**config.mk**
```make
export PLATFORM = sky130hd
export DESIGN_NAME = blocking_message_queue_flat
export DESIGN_NICKNAME = d
export VERILOG_FILES = /design/src/bmq_pkg.sv /design/src/bmq_req_if.sv /design/src/bmq_rsp_if.sv /design/src/bmq_ctrl.sv /design/src/bmq_dpath.sv /design/src/blocking_message_queue.sv /design/src/flat_wrapper.sv
export SDC_FILE = /design/constraint.sdc
export NUM_CORES = 1
export LEC_CHECK = 0
export BUFFER_PORTS_ARGS = -buffer_cell sky130_fd_sc_hd__buf_2
export CORE_ASPECT_RATIO = 1.2
export CORE_MARGIN = 2
export CORE_UTILIZATION = 30
export CTS_CLUSTER_DIAMETER = 60
export DETAILED_ROUTE_END_ITERATION = 7
export PLACE_DENSITY_LB_ADDON = 0.15
export SLEW_MARGIN = 25
export SYNTH_ARGS = -nofsm -noshare
export SYNTH_HDL_FRONTEND = slang
export SYNTH_HIERARCHICAL = 1
export SYNTH_SLANG_ARGS = --single-unit
```
**constraint.sdc**
```tcl
create_clock -name clk -period 4.9 [get_ports clk]
set_input_delay 0.245 -clock clk [delete_from_list [all_inputs] [get_ports clk]]
set_output_delay 0.245 -clock clk [all_outputs]
set_load 0.05 [all_outputs]
```
**src/bmq_pkg.sv**
```systemverilog
// shared types and constants of the blocking message queue
`default_nettype none

package bmq_pkg;

  // fixed field widths
  localparam int TASK_W   = 4;
  localparam int DATA_W   = 32;
  localparam int CAP_W    = 5;
  localparam int STATUS_W = 2;
  localparam int MODE_W   = 2;

  // request type codes
  localparam logic REQ_SEND = 1'b0;
  localparam logic REQ_RECV = 1'b1;

  // result kind codes
  localparam logic KIND_REPLY = 1'b0;
  localparam logic KIND_WAKE  = 1'b1;

  // status codes
  localparam logic [STATUS_W-1:0] STS_OK   = 2'd0;
  localparam logic [STATUS_W-1:0] STS_FAIL = 2'd1;
  localparam logic [STATUS_W-1:0] STS_WAIT = 2'd2;

  // waiter kind codes
  localparam logic [MODE_W-1:0] MODE_NONE = 2'd0;
  localparam logic [MODE_W-1:0] MODE_SEND = 2'd1;
  localparam logic [MODE_W-1:0] MODE_RECV = 2'd2;

  // controller states
  typedef enum logic [1:0] {
    ST_IDLE,
    ST_EXEC,
    ST_EMIT2
  } bmq_state_t;

  // controller to datapath
  typedef struct packed {
    logic accept;
    logic commit;
    logic load2;
  } bmq_cmd_t;

  // datapath to controller
  typedef struct packed {
    logic out_free;
    logic two;
  } bmq_sts_t;

endpackage

`default_nettype wire

```
**src/bmq_req_if.sv**
```systemverilog
// request channel: valid/ready handshake with the request word
`default_nettype none

interface bmq_req_if;
  logic                       valid;
  logic                       ready;
  logic                       req_type;
  logic [bmq_pkg::TASK_W-1:0] task_id;
  logic [bmq_pkg::DATA_W-1:0] message;
  logic                       may_wait;

  modport source (output valid, output req_type, output task_id, output message,
                  output may_wait, input ready);
  modport sink   (input valid, input req_type, input task_id, input message,
                  input may_wait, output ready);
endinterface

`default_nettype wire

```
**src/bmq_rsp_if.sv**
```systemverilog
// result channel: valid/ready handshake with the result word
`default_nettype none

interface bmq_rsp_if;
  logic                         valid;
  logic                         ready;
  logic                         reply_kind;
  logic [bmq_pkg::TASK_W-1:0]   target_task;
  logic [bmq_pkg::STATUS_W-1:0] status;
  logic [bmq_pkg::DATA_W-1:0]   data_word;
  logic                         last;

  modport source (output valid, output reply_kind, output target_task, output status,
                  output data_word, output last, input ready);
  modport sink   (input valid, input reply_kind, input target_task, input status,
                  input data_word, input last, output ready);
endinterface

`default_nettype wire

```
**src/bmq_ctrl.sv**
```systemverilog
// controller state machine of the blocking message queue
`default_nettype none

module bmq_ctrl (
  input  wire                logic clk,
  input  wire                logic rst_n,
  input  wire                logic in_valid,
  output logic               in_ready,
  input  bmq_pkg::bmq_sts_t  sts,
  output bmq_pkg::bmq_cmd_t  cmd
);

  bmq_pkg::bmq_state_t state_r, state_nxt;

  // state register
  always_ff @(posedge clk) begin
    if (!rst_n) begin
      state_r <= bmq_pkg::ST_IDLE;
    end else begin
      state_r <= state_nxt;
    end
  end

  // next state and commands
  always_comb begin
    state_nxt  = state_r;
    in_ready   = 1'b0;
    cmd        = '0;
    unique case (state_r)
      bmq_pkg::ST_IDLE: begin
        in_ready = 1'b1;
        if (in_valid) begin
          cmd.accept = 1'b1;
          state_nxt  = bmq_pkg::ST_EXEC;
        end
      end
      bmq_pkg::ST_EXEC: begin
        if (sts.out_free) begin
          cmd.commit = 1'b1;
          state_nxt  = sts.two ? bmq_pkg::ST_EMIT2 : bmq_pkg::ST_IDLE;
        end
      end
      bmq_pkg::ST_EMIT2: begin
        if (sts.out_free) begin
          cmd.load2 = 1'b1;
          state_nxt = bmq_pkg::ST_IDLE;
        end
      end
      default: begin
        state_nxt = bmq_pkg::ST_IDLE;
      end
    endcase
  end

`ifndef SYNTHESIS
  // a request with a wake-up always goes on to deliver its reply
  a_two_results: assert property (@(posedge clk) disable iff (!rst_n)
    (state_r == bmq_pkg::ST_EXEC && sts.out_free && sts.two)
      |=> (state_r == bmq_pkg::ST_EMIT2))
    else $error("second result not scheduled");
`endif

endmodule

`default_nettype wire

```
**src/bmq_dpath.sv**
```systemverilog
// datapath: ring and waiter memories, pointers, decision logic, result register
`default_nettype none

module bmq_dpath #(
  parameter int QUEUE_DEPTH = 16,
  parameter int MAX_TASKS   = 16,
  parameter int MSG_WIDTH   = 32
) (
  input  wire  logic                               clk,
  input  wire  logic                               rst_n,
  input  bmq_pkg::bmq_cmd_t                        cmd,
  output bmq_pkg::bmq_sts_t                        sts,
  input  wire  logic                               in_req_type,
  input  wire  logic [bmq_pkg::TASK_W-1:0]         in_task_id,
  input  wire  logic [bmq_pkg::DATA_W-1:0]         in_message,
  input  wire  logic                               in_may_wait,
  input  wire  logic                               cfg_we,
  input  wire  logic [bmq_pkg::CAP_W-1:0]          cfg_wdata,
  input  wire  logic                               out_ready,
  output logic                                     out_valid,
  output logic                                     out_reply_kind,
  output logic [bmq_pkg::TASK_W-1:0]               out_target_task,
  output logic [bmq_pkg::STATUS_W-1:0]             out_status,
  output logic [bmq_pkg::DATA_W-1:0]               out_data_word,
  output logic                                     out_last
);

  // stored word width, ring slots reachable by a 5-bit capacity
  localparam int SW         = (MSG_WIDTH < bmq_pkg::DATA_W) ? MSG_WIDTH : bmq_pkg::DATA_W;
  localparam int RING_DEPTH = (QUEUE_DEPTH < 31) ? QUEUE_DEPTH : 31;
  localparam int RIW        = (RING_DEPTH > 1) ? $clog2(RING_DEPTH) : 1;
  localparam int WIW        = $clog2(MAX_TASKS);
  localparam int WCW        = $clog2(MAX_TASKS + 1);
  localparam int CAP_RST    = (QUEUE_DEPTH < 16) ? QUEUE_DEPTH : 16;
  localparam logic [bmq_pkg::CAP_W-1:0] CAP_MAX  = bmq_pkg::CAP_W'(RING_DEPTH);
  localparam logic [bmq_pkg::CAP_W-1:0] CAP_INIT = bmq_pkg::CAP_W'(CAP_RST);

  // memories
  logic [SW-1:0]              ring_mem [RING_DEPTH];
  logic [bmq_pkg::TASK_W-1:0] wfifo_mem [MAX_TASKS];
  logic [SW-1:0]              pend_mem [MAX_TASKS];

  // control state
  logic [RIW-1:0]                 widx_r, widx_nxt, ridx_r, ridx_nxt;
  logic [bmq_pkg::CAP_W-1:0]      fill_r, fill_nxt, cap_r, cap_nxt;
  logic [bmq_pkg::MODE_W-1:0]     mode_r, mode_nxt;
  logic [WIW-1:0]                 whead_r, whead_nxt;
  logic [WCW-1:0]                 wcount_r, wcount_nxt;
  logic                           out_valid_r, out_valid_nxt;

  // request latch and registered memory reads
  logic                           req_type_r;
  logic [bmq_pkg::TASK_W-1:0]     task_r;
  logic [SW-1:0]                  msg_r;
  logic                           may_wait_r;
  logic [SW-1:0]                  ring_rd_r;
  logic [SW-1:0]                  pend_rd_r;
  logic [bmq_pkg::TASK_W-1:0]     wtask_rd_r;

  // result register
  logic                           out_kind_r;
  logic [bmq_pkg::TASK_W-1:0]     out_task_r;
  logic [bmq_pkg::STATUS_W-1:0]   out_status_r;
  logic [bmq_pkg::DATA_W-1:0]     out_data_r;
  logic                           out_last_r;

  // decision
  logic                           is_recv, has_recv, has_send, ring_full, ring_empty;
  logic                           wl_full, do_pop, do_ring_rd, do_ring_wr, try_wait;
  logic                           do_push, send_store;
  logic [SW-1:0]                  ring_wdata;
  logic [bmq_pkg::CAP_W-1:0]      widx_inc, ridx_inc, cfg_cap;
  logic [WCW:0]                   slot_sum;
  logic [WIW-1:0]                 push_slot;
  logic                           r1_kind;
  logic [bmq_pkg::TASK_W-1:0]     r1_task;
  logic [bmq_pkg::STATUS_W-1:0]   r1_status;
  logic [bmq_pkg::DATA_W-1:0]     r1_data;
  logic [bmq_pkg::DATA_W-1:0]     r2_data;

  // classify the latched request against the queue state
  always_comb begin
    is_recv    = (req_type_r == bmq_pkg::REQ_RECV);
    has_recv   = (wcount_r != '0) && (mode_r == bmq_pkg::MODE_RECV);
    has_send   = (wcount_r != '0) && (mode_r == bmq_pkg::MODE_SEND);
    ring_full  = (fill_r >= cap_r);
    ring_empty = (fill_r == '0);
    wl_full    = (wcount_r == WCW'(MAX_TASKS));
    do_pop     = (!is_recv && has_recv) || (is_recv && !ring_empty && has_send);
    do_ring_rd = is_recv && !ring_empty;
    send_store = !is_recv && !has_recv && !ring_full;
    do_ring_wr = send_store || (is_recv && !ring_empty && has_send);
    try_wait   = (!is_recv && !has_recv && ring_full) || (is_recv && ring_empty);
    do_push    = try_wait && may_wait_r && !wl_full;
    ring_wdata = is_recv ? pend_rd_r : msg_r;
  end

  // ring pointer wrap at capacity
  always_comb begin
    widx_inc = bmq_pkg::CAP_W'(widx_r) + 1'b1;
    ridx_inc = bmq_pkg::CAP_W'(ridx_r) + 1'b1;
  end

  // waiter slot for a push: head plus count, wrapped once
  always_comb begin
    slot_sum  = (WCW + 1)'(whead_r) + (WCW + 1)'(wcount_r);
    if (slot_sum >= (WCW + 1)'(MAX_TASKS)) begin
      slot_sum = slot_sum - (WCW + 1)'(MAX_TASKS);
    end
    push_slot = slot_sum[WIW-1:0];
  end

  // clamped capacity from a config write
  always_comb begin
    priority if (cfg_wdata == '0) begin
      cfg_cap = bmq_pkg::CAP_W'(1);
    end else if (cfg_wdata > CAP_MAX) begin
      cfg_cap = CAP_MAX;
    end else begin
      cfg_cap = cfg_wdata;
    end
  end

  // next control state
  always_comb begin
    widx_nxt   = widx_r;
    ridx_nxt   = ridx_r;
    fill_nxt   = fill_r;
    cap_nxt    = cap_r;
    mode_nxt   = mode_r;
    whead_nxt  = whead_r;
    wcount_nxt = wcount_r;
    priority if (cmd.commit) begin
      if (do_ring_wr) begin
        widx_nxt = (widx_inc >= cap_r) ? '0 : widx_inc[RIW-1:0];
      end
      if (do_ring_rd) begin
        ridx_nxt = (ridx_inc >= cap_r) ? '0 : ridx_inc[RIW-1:0];
      end
      fill_nxt   = fill_r + bmq_pkg::CAP_W'(do_ring_wr) - bmq_pkg::CAP_W'(do_ring_rd);
      wcount_nxt = wcount_r + WCW'(do_push) - WCW'(do_pop);
      if (do_pop) begin
        whead_nxt = (whead_r == WIW'(MAX_TASKS - 1)) ? '0 : whead_r + 1'b1;
      end
      priority if (do_push) begin
        mode_nxt = is_recv ? bmq_pkg::MODE_RECV : bmq_pkg::MODE_SEND;
      end else if (do_pop && wcount_r == WCW'(1)) begin
        mode_nxt = bmq_pkg::MODE_NONE;
      end else if (send_store) begin
        mode_nxt = bmq_pkg::MODE_NONE;
      end else begin
        mode_nxt = mode_r;
      end
    end else if (cfg_we && fill_r == '0) begin
      cap_nxt  = cfg_cap;
      widx_nxt = '0;
      ridx_nxt = '0;
    end else begin
      cap_nxt = cap_r;
    end
  end

  // first and second result words
  always_comb begin
    r1_kind   = do_pop ? bmq_pkg::KIND_WAKE : bmq_pkg::KIND_REPLY;
    r1_task   = do_pop ? wtask_rd_r : task_r;
    r1_status = bmq_pkg::STS_OK;
    if (!do_pop && try_wait) begin
      r1_status = do_push ? bmq_pkg::STS_WAIT : bmq_pkg::STS_FAIL;
    end
    priority if (do_pop) begin
      r1_data = is_recv ? '0 : bmq_pkg::DATA_W'(msg_r);
    end else if (do_ring_rd) begin
      r1_data = bmq_pkg::DATA_W'(ring_rd_r);
    end else begin
      r1_data = '0;
    end
    r2_data = is_recv ? bmq_pkg::DATA_W'(ring_rd_r) : '0;
  end

  // result register handshake
  always_comb begin
    out_valid_nxt = out_valid_r;
    if (cmd.commit || cmd.load2) begin
      out_valid_nxt = 1'b1;
    end else if (out_ready) begin
      out_valid_nxt = 1'b0;
    end
  end

  assign sts.out_free = !out_valid_r || out_ready;
  assign sts.two      = do_pop;

  // control registers
  always_ff @(posedge clk) begin
    if (!rst_n) begin
      widx_r      <= '0;
      ridx_r      <= '0;
      fill_r      <= '0;
      cap_r       <= CAP_INIT;
      mode_r      <= bmq_pkg::MODE_NONE;
      whead_r     <= '0;
      wcount_r    <= '0;
      out_valid_r <= 1'b0;
    end else begin
      widx_r      <= widx_nxt;
      ridx_r      <= ridx_nxt;
      fill_r      <= fill_nxt;
      cap_r       <= cap_nxt;
      mode_r      <= mode_nxt;
      whead_r     <= whead_nxt;
      wcount_r    <= wcount_nxt;
      out_valid_r <= out_valid_nxt;
    end
  end

  // request latch and memory reads at accept
  always_ff @(posedge clk) begin
    if (cmd.accept) begin
      req_type_r <= in_req_type;
      task_r     <= in_task_id;
      msg_r      <= in_message[SW-1:0];
      may_wait_r <= in_may_wait;
      ring_rd_r  <= ring_mem[ridx_r];
      pend_rd_r  <= pend_mem[whead_r];
      wtask_rd_r <= wfifo_mem[whead_r];
    end
  end

  // ring write
  always_ff @(posedge clk) begin
    if (cmd.commit && do_ring_wr) begin
      ring_mem[widx_r] <= ring_wdata;
    end
  end

  // waiter list write
  always_ff @(posedge clk) begin
    if (cmd.commit && do_push) begin
      wfifo_mem[push_slot] <= task_r;
      pend_mem[push_slot]  <= is_recv ? '0 : msg_r;
    end
  end

  // result word
  always_ff @(posedge clk) begin
    priority if (cmd.commit) begin
      out_kind_r   <= r1_kind;
      out_task_r   <= r1_task;
      out_status_r <= r1_status;
      out_data_r   <= r1_data;
      out_last_r   <= !do_pop;
    end else if (cmd.load2) begin
      out_kind_r   <= bmq_pkg::KIND_REPLY;
      out_task_r   <= task_r;
      out_status_r <= bmq_pkg::STS_OK;
      out_data_r   <= r2_data;
      out_last_r   <= 1'b1;
    end else begin
      out_kind_r   <= out_kind_r;
    end
  end

  assign out_valid       = out_valid_r;
  assign out_reply_kind  = out_kind_r;
  assign out_target_task = out_task_r;
  assign out_status      = out_status_r;
  assign out_data_word   = out_data_r;
  assign out_last        = out_last_r;

`ifndef SYNTHESIS
  // an empty wait list always has no waiter kind
  a_mode_idle: assert property (@(posedge clk) disable iff (!rst_n)
    (wcount_r == '0) |-> (mode_r == bmq_pkg::MODE_NONE))
    else $error("wait mode set with no waiters");

  // receivers only wait on an empty ring
  a_recv_empty: assert property (@(posedge clk) disable iff (!rst_n)
    (mode_r == bmq_pkg::MODE_RECV) |-> (fill_r == '0))
    else $error("receivers waiting while ring holds words");

  // senders only wait on a full ring
  a_send_full: assert property (@(posedge clk) disable iff (!rst_n)
    (mode_r == bmq_pkg::MODE_SEND) |-> (fill_r == cap_r))
    else $error("senders waiting while ring has room");

  // counters stay in range
  a_counts: assert property (@(posedge clk) disable iff (!rst_n)
    (fill_r <= cap_r) && (wcount_r <= WCW'(MAX_TASKS)))
    else $error("fill or waiter count out of range");
`endif

endmodule

`default_nettype wire

```
**src/blocking_message_queue.sv**
```systemverilog
// top level of the blocking message queue (mailbox with blocking tasks)
// in_if carries one request word per handshake: send or receive, task id,
// message word and whether the task may wait. out_if returns result words:
// a reply to the requester, preceded by a wake-up of a waiting task when a
// send meets a waiting receiver or a receive frees a waiting sender; last
// marks the final word of a request. cfg_we/cfg_wdata set the ring capacity
// and are taken only while the ring is empty.
// The first result word is registered: the request and the ring and waiter
// memory reads are registered at accept, and in the execute state the
// decision loads the result register once that register is free. One
// request is in flight at a time; the result register lets the next
// request be accepted while a word waits.
// When out_if stalls, the controller holds in its execute or second-word
// state and in_if.ready stays low after the current request.
// Reset (rst_n low, synchronous) empties the ring and the wait list and sets
// capacity to 16 slots, or QUEUE_DEPTH if smaller. The memories are not
// cleared; the ring and waiter entries are used only after being written.
`default_nettype none

module blocking_message_queue #(
  parameter int QUEUE_DEPTH = 16,
  parameter int MAX_TASKS   = 16,
  parameter int MSG_WIDTH   = 32
) (
  input  wire  logic                      clk,
  input  wire  logic                      rst_n,
  bmq_req_if.sink                         in_if,
  bmq_rsp_if.source                       out_if,
  input  wire  logic                      cfg_we,
  input  wire  logic [bmq_pkg::CAP_W-1:0] cfg_wdata
);

  bmq_pkg::bmq_cmd_t cmd;
  bmq_pkg::bmq_sts_t sts;
  logic              in_ready;

  // controller
  bmq_ctrl u_ctrl (
    .clk      (clk),
    .rst_n    (rst_n),
    .in_valid (in_if.valid),
    .in_ready (in_ready),
    .sts      (sts),
    .cmd      (cmd)
  );

  // datapath
  bmq_dpath #(
    .QUEUE_DEPTH (QUEUE_DEPTH),
    .MAX_TASKS   (MAX_TASKS),
    .MSG_WIDTH   (MSG_WIDTH)
  ) u_dpath (
    .clk             (clk),
    .rst_n           (rst_n),
    .cmd             (cmd),
    .sts             (sts),
    .in_req_type     (in_if.req_type),
    .in_task_id      (in_if.task_id),
    .in_message      (in_if.message),
    .in_may_wait     (in_if.may_wait),
    .cfg_we          (cfg_we),
    .cfg_wdata       (cfg_wdata),
    .out_ready       (out_if.ready),
    .out_valid       (out_if.valid),
    .out_reply_kind  (out_if.reply_kind),
    .out_target_task (out_if.target_task),
    .out_status      (out_if.status),
    .out_data_word   (out_if.data_word),
    .out_last        (out_if.last)
  );

  assign in_if.ready = in_ready;

endmodule

`default_nettype wire
```
**src/flat_wrapper.sv**
```systemverilog
// flat-port wrapper written by rule: the top's interface ports become plain ports
module blocking_message_queue_flat 
#(
  parameter int QUEUE_DEPTH = 16,
  parameter int MAX_TASKS   = 16,
  parameter int MSG_WIDTH   = 32
)
  (clk, rst_n, cfg_we, cfg_wdata, in_if_valid, in_if_req_type, in_if_task_id, in_if_message, in_if_may_wait, in_if_ready, out_if_valid, out_if_reply_kind, out_if_target_task, out_if_status, out_if_data_word, out_if_last, out_if_ready);
  bmq_req_if in_if_i ();
  bmq_rsp_if out_if_i ();
  input  wire  logic clk;
  input  wire  logic rst_n;
  input  wire  logic cfg_we;
  input  wire  logic [bmq_pkg::CAP_W-1:0] cfg_wdata;
  input wire logic [$bits(in_if_i.valid)-1:0] in_if_valid;
  input wire logic [$bits(in_if_i.req_type)-1:0] in_if_req_type;
  input wire logic [$bits(in_if_i.task_id)-1:0] in_if_task_id;
  input wire logic [$bits(in_if_i.message)-1:0] in_if_message;
  input wire logic [$bits(in_if_i.may_wait)-1:0] in_if_may_wait;
  output wire logic [$bits(in_if_i.ready)-1:0] in_if_ready;
  output wire logic [$bits(out_if_i.valid)-1:0] out_if_valid;
  output wire logic [$bits(out_if_i.reply_kind)-1:0] out_if_reply_kind;
  output wire logic [$bits(out_if_i.target_task)-1:0] out_if_target_task;
  output wire logic [$bits(out_if_i.status)-1:0] out_if_status;
  output wire logic [$bits(out_if_i.data_word)-1:0] out_if_data_word;
  output wire logic [$bits(out_if_i.last)-1:0] out_if_last;
  input wire logic [$bits(out_if_i.ready)-1:0] out_if_ready;
  assign in_if_i.valid = in_if_valid;
  assign in_if_i.req_type = in_if_req_type;
  assign in_if_i.task_id = in_if_task_id;
  assign in_if_i.message = in_if_message;
  assign in_if_i.may_wait = in_if_may_wait;
  assign in_if_ready = in_if_i.ready;
  assign out_if_valid = out_if_i.valid;
  assign out_if_reply_kind = out_if_i.reply_kind;
  assign out_if_target_task = out_if_i.target_task;
  assign out_if_status = out_if_i.status;
  assign out_if_data_word = out_if_i.data_word;
  assign out_if_last = out_if_i.last;
  assign out_if_i.ready = out_if_ready;
  blocking_message_queue #(.QUEUE_DEPTH(QUEUE_DEPTH), .MAX_TASKS(MAX_TASKS), .MSG_WIDTH(MSG_WIDTH)) u_core (.clk(clk), .rst_n(rst_n), .in_if(in_if_i), .out_if(out_if_i), .cfg_we(cfg_we), .cfg_wdata(cfg_wdata));
endmodule
```
* Yosys cells after proc, flatten, opt, wreduce, memory -nomap -nowiden
Memory sizes are Yosys's and may differ from the RTL's. A register that Yosys moved wholly into a read port is not among the register bits. Index checks and enable logic that the tools add are counted.
Operators by class: add/sub/neg operators 9, magnitude comparators 5, eq/ne operators 12, mux-type cells 51, bitwise gates (word level) 1, reduce and logical (&&, ||, !) cells 42
Operators with widths (number):
- two-way mux 32 bit | 7
- two-way mux 4 bit | 12
- two-way mux 2 bit | 12
- two-way mux 1 bit | 17
- logical AND 1 bit | 16
- greater-or-equal comparator 5 bit | 3
- adder 4 x 1 -> 5 bit, second input constant | 2
- adder 5 x 1 -> 5 bit | 2
- logical NOT 5 bit | 2
- two-way mux 5 bit | 2
- AND reduction 2 bit | 5
- subtractor 5 x 1 -> 5 bit | 2
- != test 2 x 1 -> 1 bit, second input constant | 4
- logical NOT 1 bit | 7
- adder 4 x 5 -> 6 bit | 1
- greater-or-equal comparator 6 x 5 -> 1 bit, second input constant | 1
- case mux 2 bit (3 select lines) | 1
- nonzero test 2 bit | 3
- equality test 5 x 1 -> 1 bit, second input constant | 1
- equality test 5 bit, second input constant | 1
- greater-than comparator 5 bit, second input constant | 1
- logical OR 1 bit | 5
- nonzero test 5 bit | 1
- adder 4 x 1 -> 4 bit, second input constant | 1
- other kinds (9) | 11
Storage, ports and cells: register bits 110, bits in writable memories 1088, input port bits 48, output and inout bits 42, logic and storage cells 141, memories kept 3
Memories:
- u_core.u_dpath.pend_mem | words 16, bits a word 32, read ports 1, clocked after Yosys merged registers in 1, write ports 1, RTL line bmq_dpath.sv:41 | logic [SW-1:0] pend_mem [MAX_TASKS];
- u_core.u_dpath.ring_mem | words 16, bits a word 32, read ports 1, clocked after Yosys merged registers in 1, write ports 1, RTL line bmq_dpath.sv:39 | logic [SW-1:0] ring_mem [RING_DEPTH];
- u_core.u_dpath.wfifo_mem | words 16, bits a word 4, read ports 1, clocked after Yosys merged registers in 1, write ports 1, RTL line bmq_dpath.sv:40 | logic [bmq_pkg::TASK_W-1:0] wfifo_mem [MAX_TASKS];

* Logic depth before layout (Yosys ltp)
depth after elaboration 11, mapped depth 16, mapped depth without buffers 16

* Modules after synthesis
Netlist, hierarchy kept.
By module, submodules not included:
- bmq_dpath | instances 1, cells each 2106, area each 48766.8 um^2, sequential area each 37656.1 um^2
- bmq_ctrl | instances 1, cells each 14, area each 115.1 um^2, sequential area each 40.0 um^2

* Worst setup path before layout
OpenSTA, ideal clock, no wires.
path type flip-flop to flip-flop, start register u_core.u_dpath.out_valid_r (netlist: u_core/u_dpath/out_valid), end memory u_core/u_dpath/pend_mem[12][0] (netlist name), enable pin, setup time 0.474 ns, arrival 4.229 ns, required time 4.426 ns, path slack 0.197 ns, stages on the path, launching flop included 9, clock period less this slack 4.703 ns, cells stage by stage dfxtp_1 -> nand2b_1 -> nand2_1 -> nor2_1 -> clkbuf_1 -> o311ai_0 -> nor2_1 -> nand4_1 -> nor3_1
RTL lines:
- start, declared | RTL line bmq_dpath.sv:49 | logic out_valid_r, out_valid_nxt;
- start signal, assigned | RTL line bmq_dpath.sv:213 | out_valid_r <= out_valid_nxt;
- end, declared | RTL line bmq_dpath.sv:41

* Final worst setup path
start register u_core/u_dpath/fill_r[0] (netlist name), end register u_core.u_dpath.wcount_r[4]
On the way: longest elaborated chain between the ends 7, elaborated cells on any way between the ends 13, classes of those cells add/sub (2); order compare (1); reduce/logical (10)
RTL lines:
- start, declared | RTL line bmq_dpath.sv:45 | logic [bmq_pkg::CAP_W-1:0] fill_r, fill_nxt, cap_r, cap_nxt;
- start signal, assigned | RTL line bmq_dpath.sv:208 | fill_r <= fill_nxt;
- greater-or-equal comparator 5 bit or logical NOT 5 bit (tied branches) | RTL line bmq_dpath.sv:86, bmq_dpath.sv:87
- logical AND 1 bit | RTL line bmq_dpath.sv:93 | try_wait = (!is_recv && !has_recv && ring_full) || (is_recv && ring_empty);
- logical OR 1 bit | RTL line bmq_dpath.sv:93
- logical AND 1 bit (2 in series) | RTL line bmq_dpath.sv:94 | do_push = try_wait && may_wait_r && !wl_full;
- adder 5 x 1 -> 5 bit | RTL line bmq_dpath.sv:141 | wcount_nxt = wcount_r + WCW'(do_push) - WCW'(do_pop);
- subtractor 5 x 1 -> 5 bit (*) | RTL line bmq_dpath.sv:141
- end signal, assigned | RTL line bmq_dpath.sv:212 | wcount_r <= wcount_nxt;
- end, declared | RTL line bmq_dpath.sv:48 | logic [WCW-1:0] wcount_r, wcount_nxt;
Mark *: on every way between the ends. The rest lies on a longest branch, timed or not. A chain may end at the register's enable or synchronous reset.

==> impl_metrics.sql <==
INSERT INTO impl_metrics (metric_group, metric, value, unit) VALUES
('outcome', 'outcome', 'finished, final reports clean', ''),
('setup_path', 'rr_startpoint', 'u_core/u_dpath/fill_r[0]', ''),
('sta', 'timing.final.setup_violations', '0', ''),
('pwr', 'report.power.total', '23.3', 'mW'),
('placement', 'numPortBuffers', '89', ''),
('clock_tree', 'clock_path_buffers', '3', ''),
('cells_and_area', 'fillerInstances', '15000', ''),
('pwr', 'p_sw_share', '21.8', '%'),
('setup_path', 'crit_path_max_incr_delay', '0.41', 'ns'),
('synth', 'synth_top_family_by_area', 'multiplexers', ''),
('clock_tree', 'cts-root-buf', 'clkbuf_16', ''),
('synth', 'ys_seq_elements', '1266', ''),
('synth', 'yosys.cell_types.count', '65', ''),
('global_routing', 'first_global_vias', '24300', ''),
('sta', 'post_route_clock_period_utilization', '75.6', '%'),
('setup_path', 'crit_path_end_kind', 'register', ''),
('cells_and_area', 'area.growth.synth_to_final', '17.2', '%'),
('placement', 'place_congestion', '0.735', ''),
('synth', 'post_synth_and_or_nand_nor_area_fraction', '2.18', '%'),
('synth', 'synth-compound-area-share', '2.03', '%'),
('setup_path', 'critical_path_arrival', '4.40', 'ns'),
('detailed_routing', 'dr_drc_count', '0', ''),
('synth', 'mappedNetlistArea', '48900', 'um2'),
('global_routing', 'global_route.usage.total', '15.2', '%'),
('sta', 'totalNegativeSetupSlack', '0', 'ns'),
('setup_path', 'reg2reg_to', 'u_core/u_dpath/wcount_r[4]', ''),
('pwr', 'powerDensity', '406', 'nW/um2'),
('synth', 'yosys-mux-area-fraction', '15.9', '%'),
('worst_hold_path', 'hp-class', 'in2reg', ''),
('floorplan', 'die_width', '372', 'um'),
('sta', 'drv_slew', '0', ''),
('global_routing', 'grt_antenna_before_repair', '5', ''),
('setup_path', 'required', '5.60', 'ns'),
('synth', 'yosys_warnings', '6', ''),
('setup_path', 'critPathKind', 'reg2reg', ''),
('synth', 'synth.top_cell.area_share', '75.8', '%'),
('global_routing', 'largest_net_degree_at_the_start_of_global_routing', '65', ''),
('worst_hold_path', 'min_delay_path_depth', '3', ''),
('sta', 'unrepaired_setup_endpoints_after_global_routing', 'no', ''),
('sta', 'fin_hold_ws', '0.0523', 'ns'),
('pwr', 'pwr-share-seq', '52.1', '%'),
('job', 'maxCapViolCount', '0', ''),
('detailed_routing', 'route.detailed.vias_per_inst', '4.90', ''),
('setup_path', 'critPathTopFamily', 'compound AO/OA/AOI/OAI gates', ''),
('setup_path', 'cells_traversed_along_the_worst_timing_path', 'inv_1, ha_1, nand2b_1, a31oi_1, o21ai_1, nand3_1, ha_1, inv_1, ha_1, inv_1, fa_1, nand2b_1, a21oi_1, o21ai_0, a21boi_0, mux2i_1', ''),
('setup_path', 'reg2reg_slack', '1.20', 'ns'),
('placement', 'hpwl', '70.9', 'mm'),
('sta', 'max_freq', '270', 'MHz'),
('global_routing', 'globalRouteOverflowTotal', '0', ''),
('synth', 'synth-adder-area-share', '1.04', '%'),
('clock_tree', 'cts.repair_timing.setup_buffer_count', '0', ''),
('sta', 'tightest_slew', '1.02', 'ns'),
('pwr', 'internal-power', '18.2', 'mW'),
('synth', 'synth.net_count', '2207', ''),
('detailed_routing', 'final_wirelength', '125', 'mm'),
('pwr', 'combPwrFrac', '3.8', '%'),
('setup_path', 'critPathLaunchType', 'register', ''),
('synth', 'yosys-top-cells-area', 'edfxtp_1 76%, mux4_2 16%, dfxtp_1 1.3%', ''),
('detailed_routing', 'drt-initial-drc-count', '1796', ''),
('detailed_routing', 'ant_nets', '0', ''),
('synth', 'synth_top_area_cell', 'edfxtp_1', ''),
('floorplan', 'die_ar', '166000', 'um2'),
('worst_hold_path', 'timing.hold.worst_endpoint', 'u_core/u_dpath/whead_r[3]', ''),
('synth', 'instance_count_of_the_mapped_netlist', '2120', ''),
('setup_path', 'critical_path_buf_inv_count', '3', ''),
('pwr', 'share_clk_of_total_power', '44.2', '%'),
('synth', 'synthArstFlopShare', '0', '%'),
('worst_hold_path', 'hold_path.startpoint', 'rst_n', ''),
('synth', 'syn-mean-instance-area', '23.1', 'um2'),
('synth', 'synth-xor-area-share', '0.233', '%'),
('floorplan', 'die_h', '446', 'um');
layer usage:
metal	track usage, %	wire, um	vias up
met3	2.53	4630	157
met2	25.8	63700	472
met1	20.3	54500	12500
li1	-	-	9531
met4	3.94	2350	0
met5	0	0	-
layout make-up:
cell class	instances	area (um2)	share of cell area, %
tap	2132	2670	4.66
sequential	1266	37700	65.8
clock buffer	178	3790	6.62
inverter	28	105	0.183
antenna	2	5.00	0.00874
clock inverter	81	682	1.19
timing repair buffer	228	1710	2.99
multi-input combinational	720	10600	18.5
stage by stage:
step | setup WS (ns) | cell area, um2 | std cells
floorplan | 0.197 | 48900 | 2120
global placement | 1.15 | 52300 | 4327
detailed placement | 1.18 | 52300 | 4327
CTS | 1.18 | 57300 | 4633
global route | 0.826 | 57300 | 4633
finish | 1.20 | 57300 | 4635
state kept, by name, summed over array words and instances (netlist names), 2 cells and up:
| name | cells |
|---|---|
| u_core/u_dpath/fill_r | 5 |
| u_core/u_dpath/out_target_task | 4 |
| u_core/u_dpath/pend_rd_r | 32 |
| u_core/u_dpath/wfifo_mem | 64 |
| u_core/u_dpath/out_data_word | 32 |
| u_core/u_dpath/out_status | 2 |
| u_core/u_dpath/wtask_rd_r | 4 |
| u_core/u_dpath/task_r | 4 |
| u_core/u_dpath/cap_r | 5 |
| u_core/u_dpath/pend_mem | 512 |
| u_core/u_dpath/ring_rd_r | 32 |
| u_core/u_dpath/mode_r | 2 |
| u_core/u_dpath/widx_r | 4 |
| u_core/u_dpath/ring_mem | 512 |
| u_core/u_ctrl/state_r | 2 |
| u_core/u_dpath/msg_r | 32 |
| u_core/u_dpath/ridx_r | 4 |
| u_core/u_dpath/wcount_r | 5 |
| u_core/u_dpath/whead_r | 4 |
synth_stat cells (all sizes together), types with 3 or more instances:
cell type,number
a21boi,6
a21o,37
a21oi,13
a22o,32
a31oi,3
and2,5
and3,20
buf,70
clkbuf,36
dfxtp,32
edfxtp,1234
fa,3
ha,36
inv,28
mux2i,9
mux4,340
nand2,42
nand2b,14
nand3,13
nand3b,4
nand4,5
nor2,22
nor2b,43
nor3,8
nor3b,5
o211a,4
o211ai,7
o21ai,8
o31ai,3
xnor2,10
xor2,3
kinds of logic (layout without fill, tap and decap cells):
family / count (synthesis) / after routing
xor+xnor: 13 / 13
simple gates: 191 / 191
mux: 349 / 349
flops: 1266 / 1266
compound gates: 128 / 128
buf+inv: 134 / 515
fa+ha+maj: 39 / 39
other cells: 0 / 2
worst min-delay path, delay by kind of cell:
family	cells	cell delay (ns)
AOI/OAI and AO/OA	1	0.15
and+or+nand+nor	1	0.05
buffers and inverters	1	0.31
power groups by stage:
stage               sequential, mW  combinational (mW)  clock (mW)
floorplan                     12.4               0.473           0
global placement              12.3               0.844           0
detailed placement            12.3               0.865           0
CTS                           12.1               0.897        10.6
global route                  12.1               0.957        11.0
finish                        12.1               0.877        10.3
worst max-delay path by stage:
stage	end	slack, ns	depth (start not counted)
finish	u_core/u_dpath/wcount_r[4]	1.20	16
global route	u_core/u_dpath/wcount_r[4]	0.83	16
CTS	u_core/u_dpath/wfifo_mem[2][0]	1.18	7
floorplan	u_core/u_dpath/pend_mem[12][0]	0.20	8
global placement	u_core/u_dpath/wcount_r[4]	1.15	16
detailed placement	u_core/u_dpath/wfifo_mem[2][1]	1.18	7
Note: power is estimated with default switching activity, not from simulation.
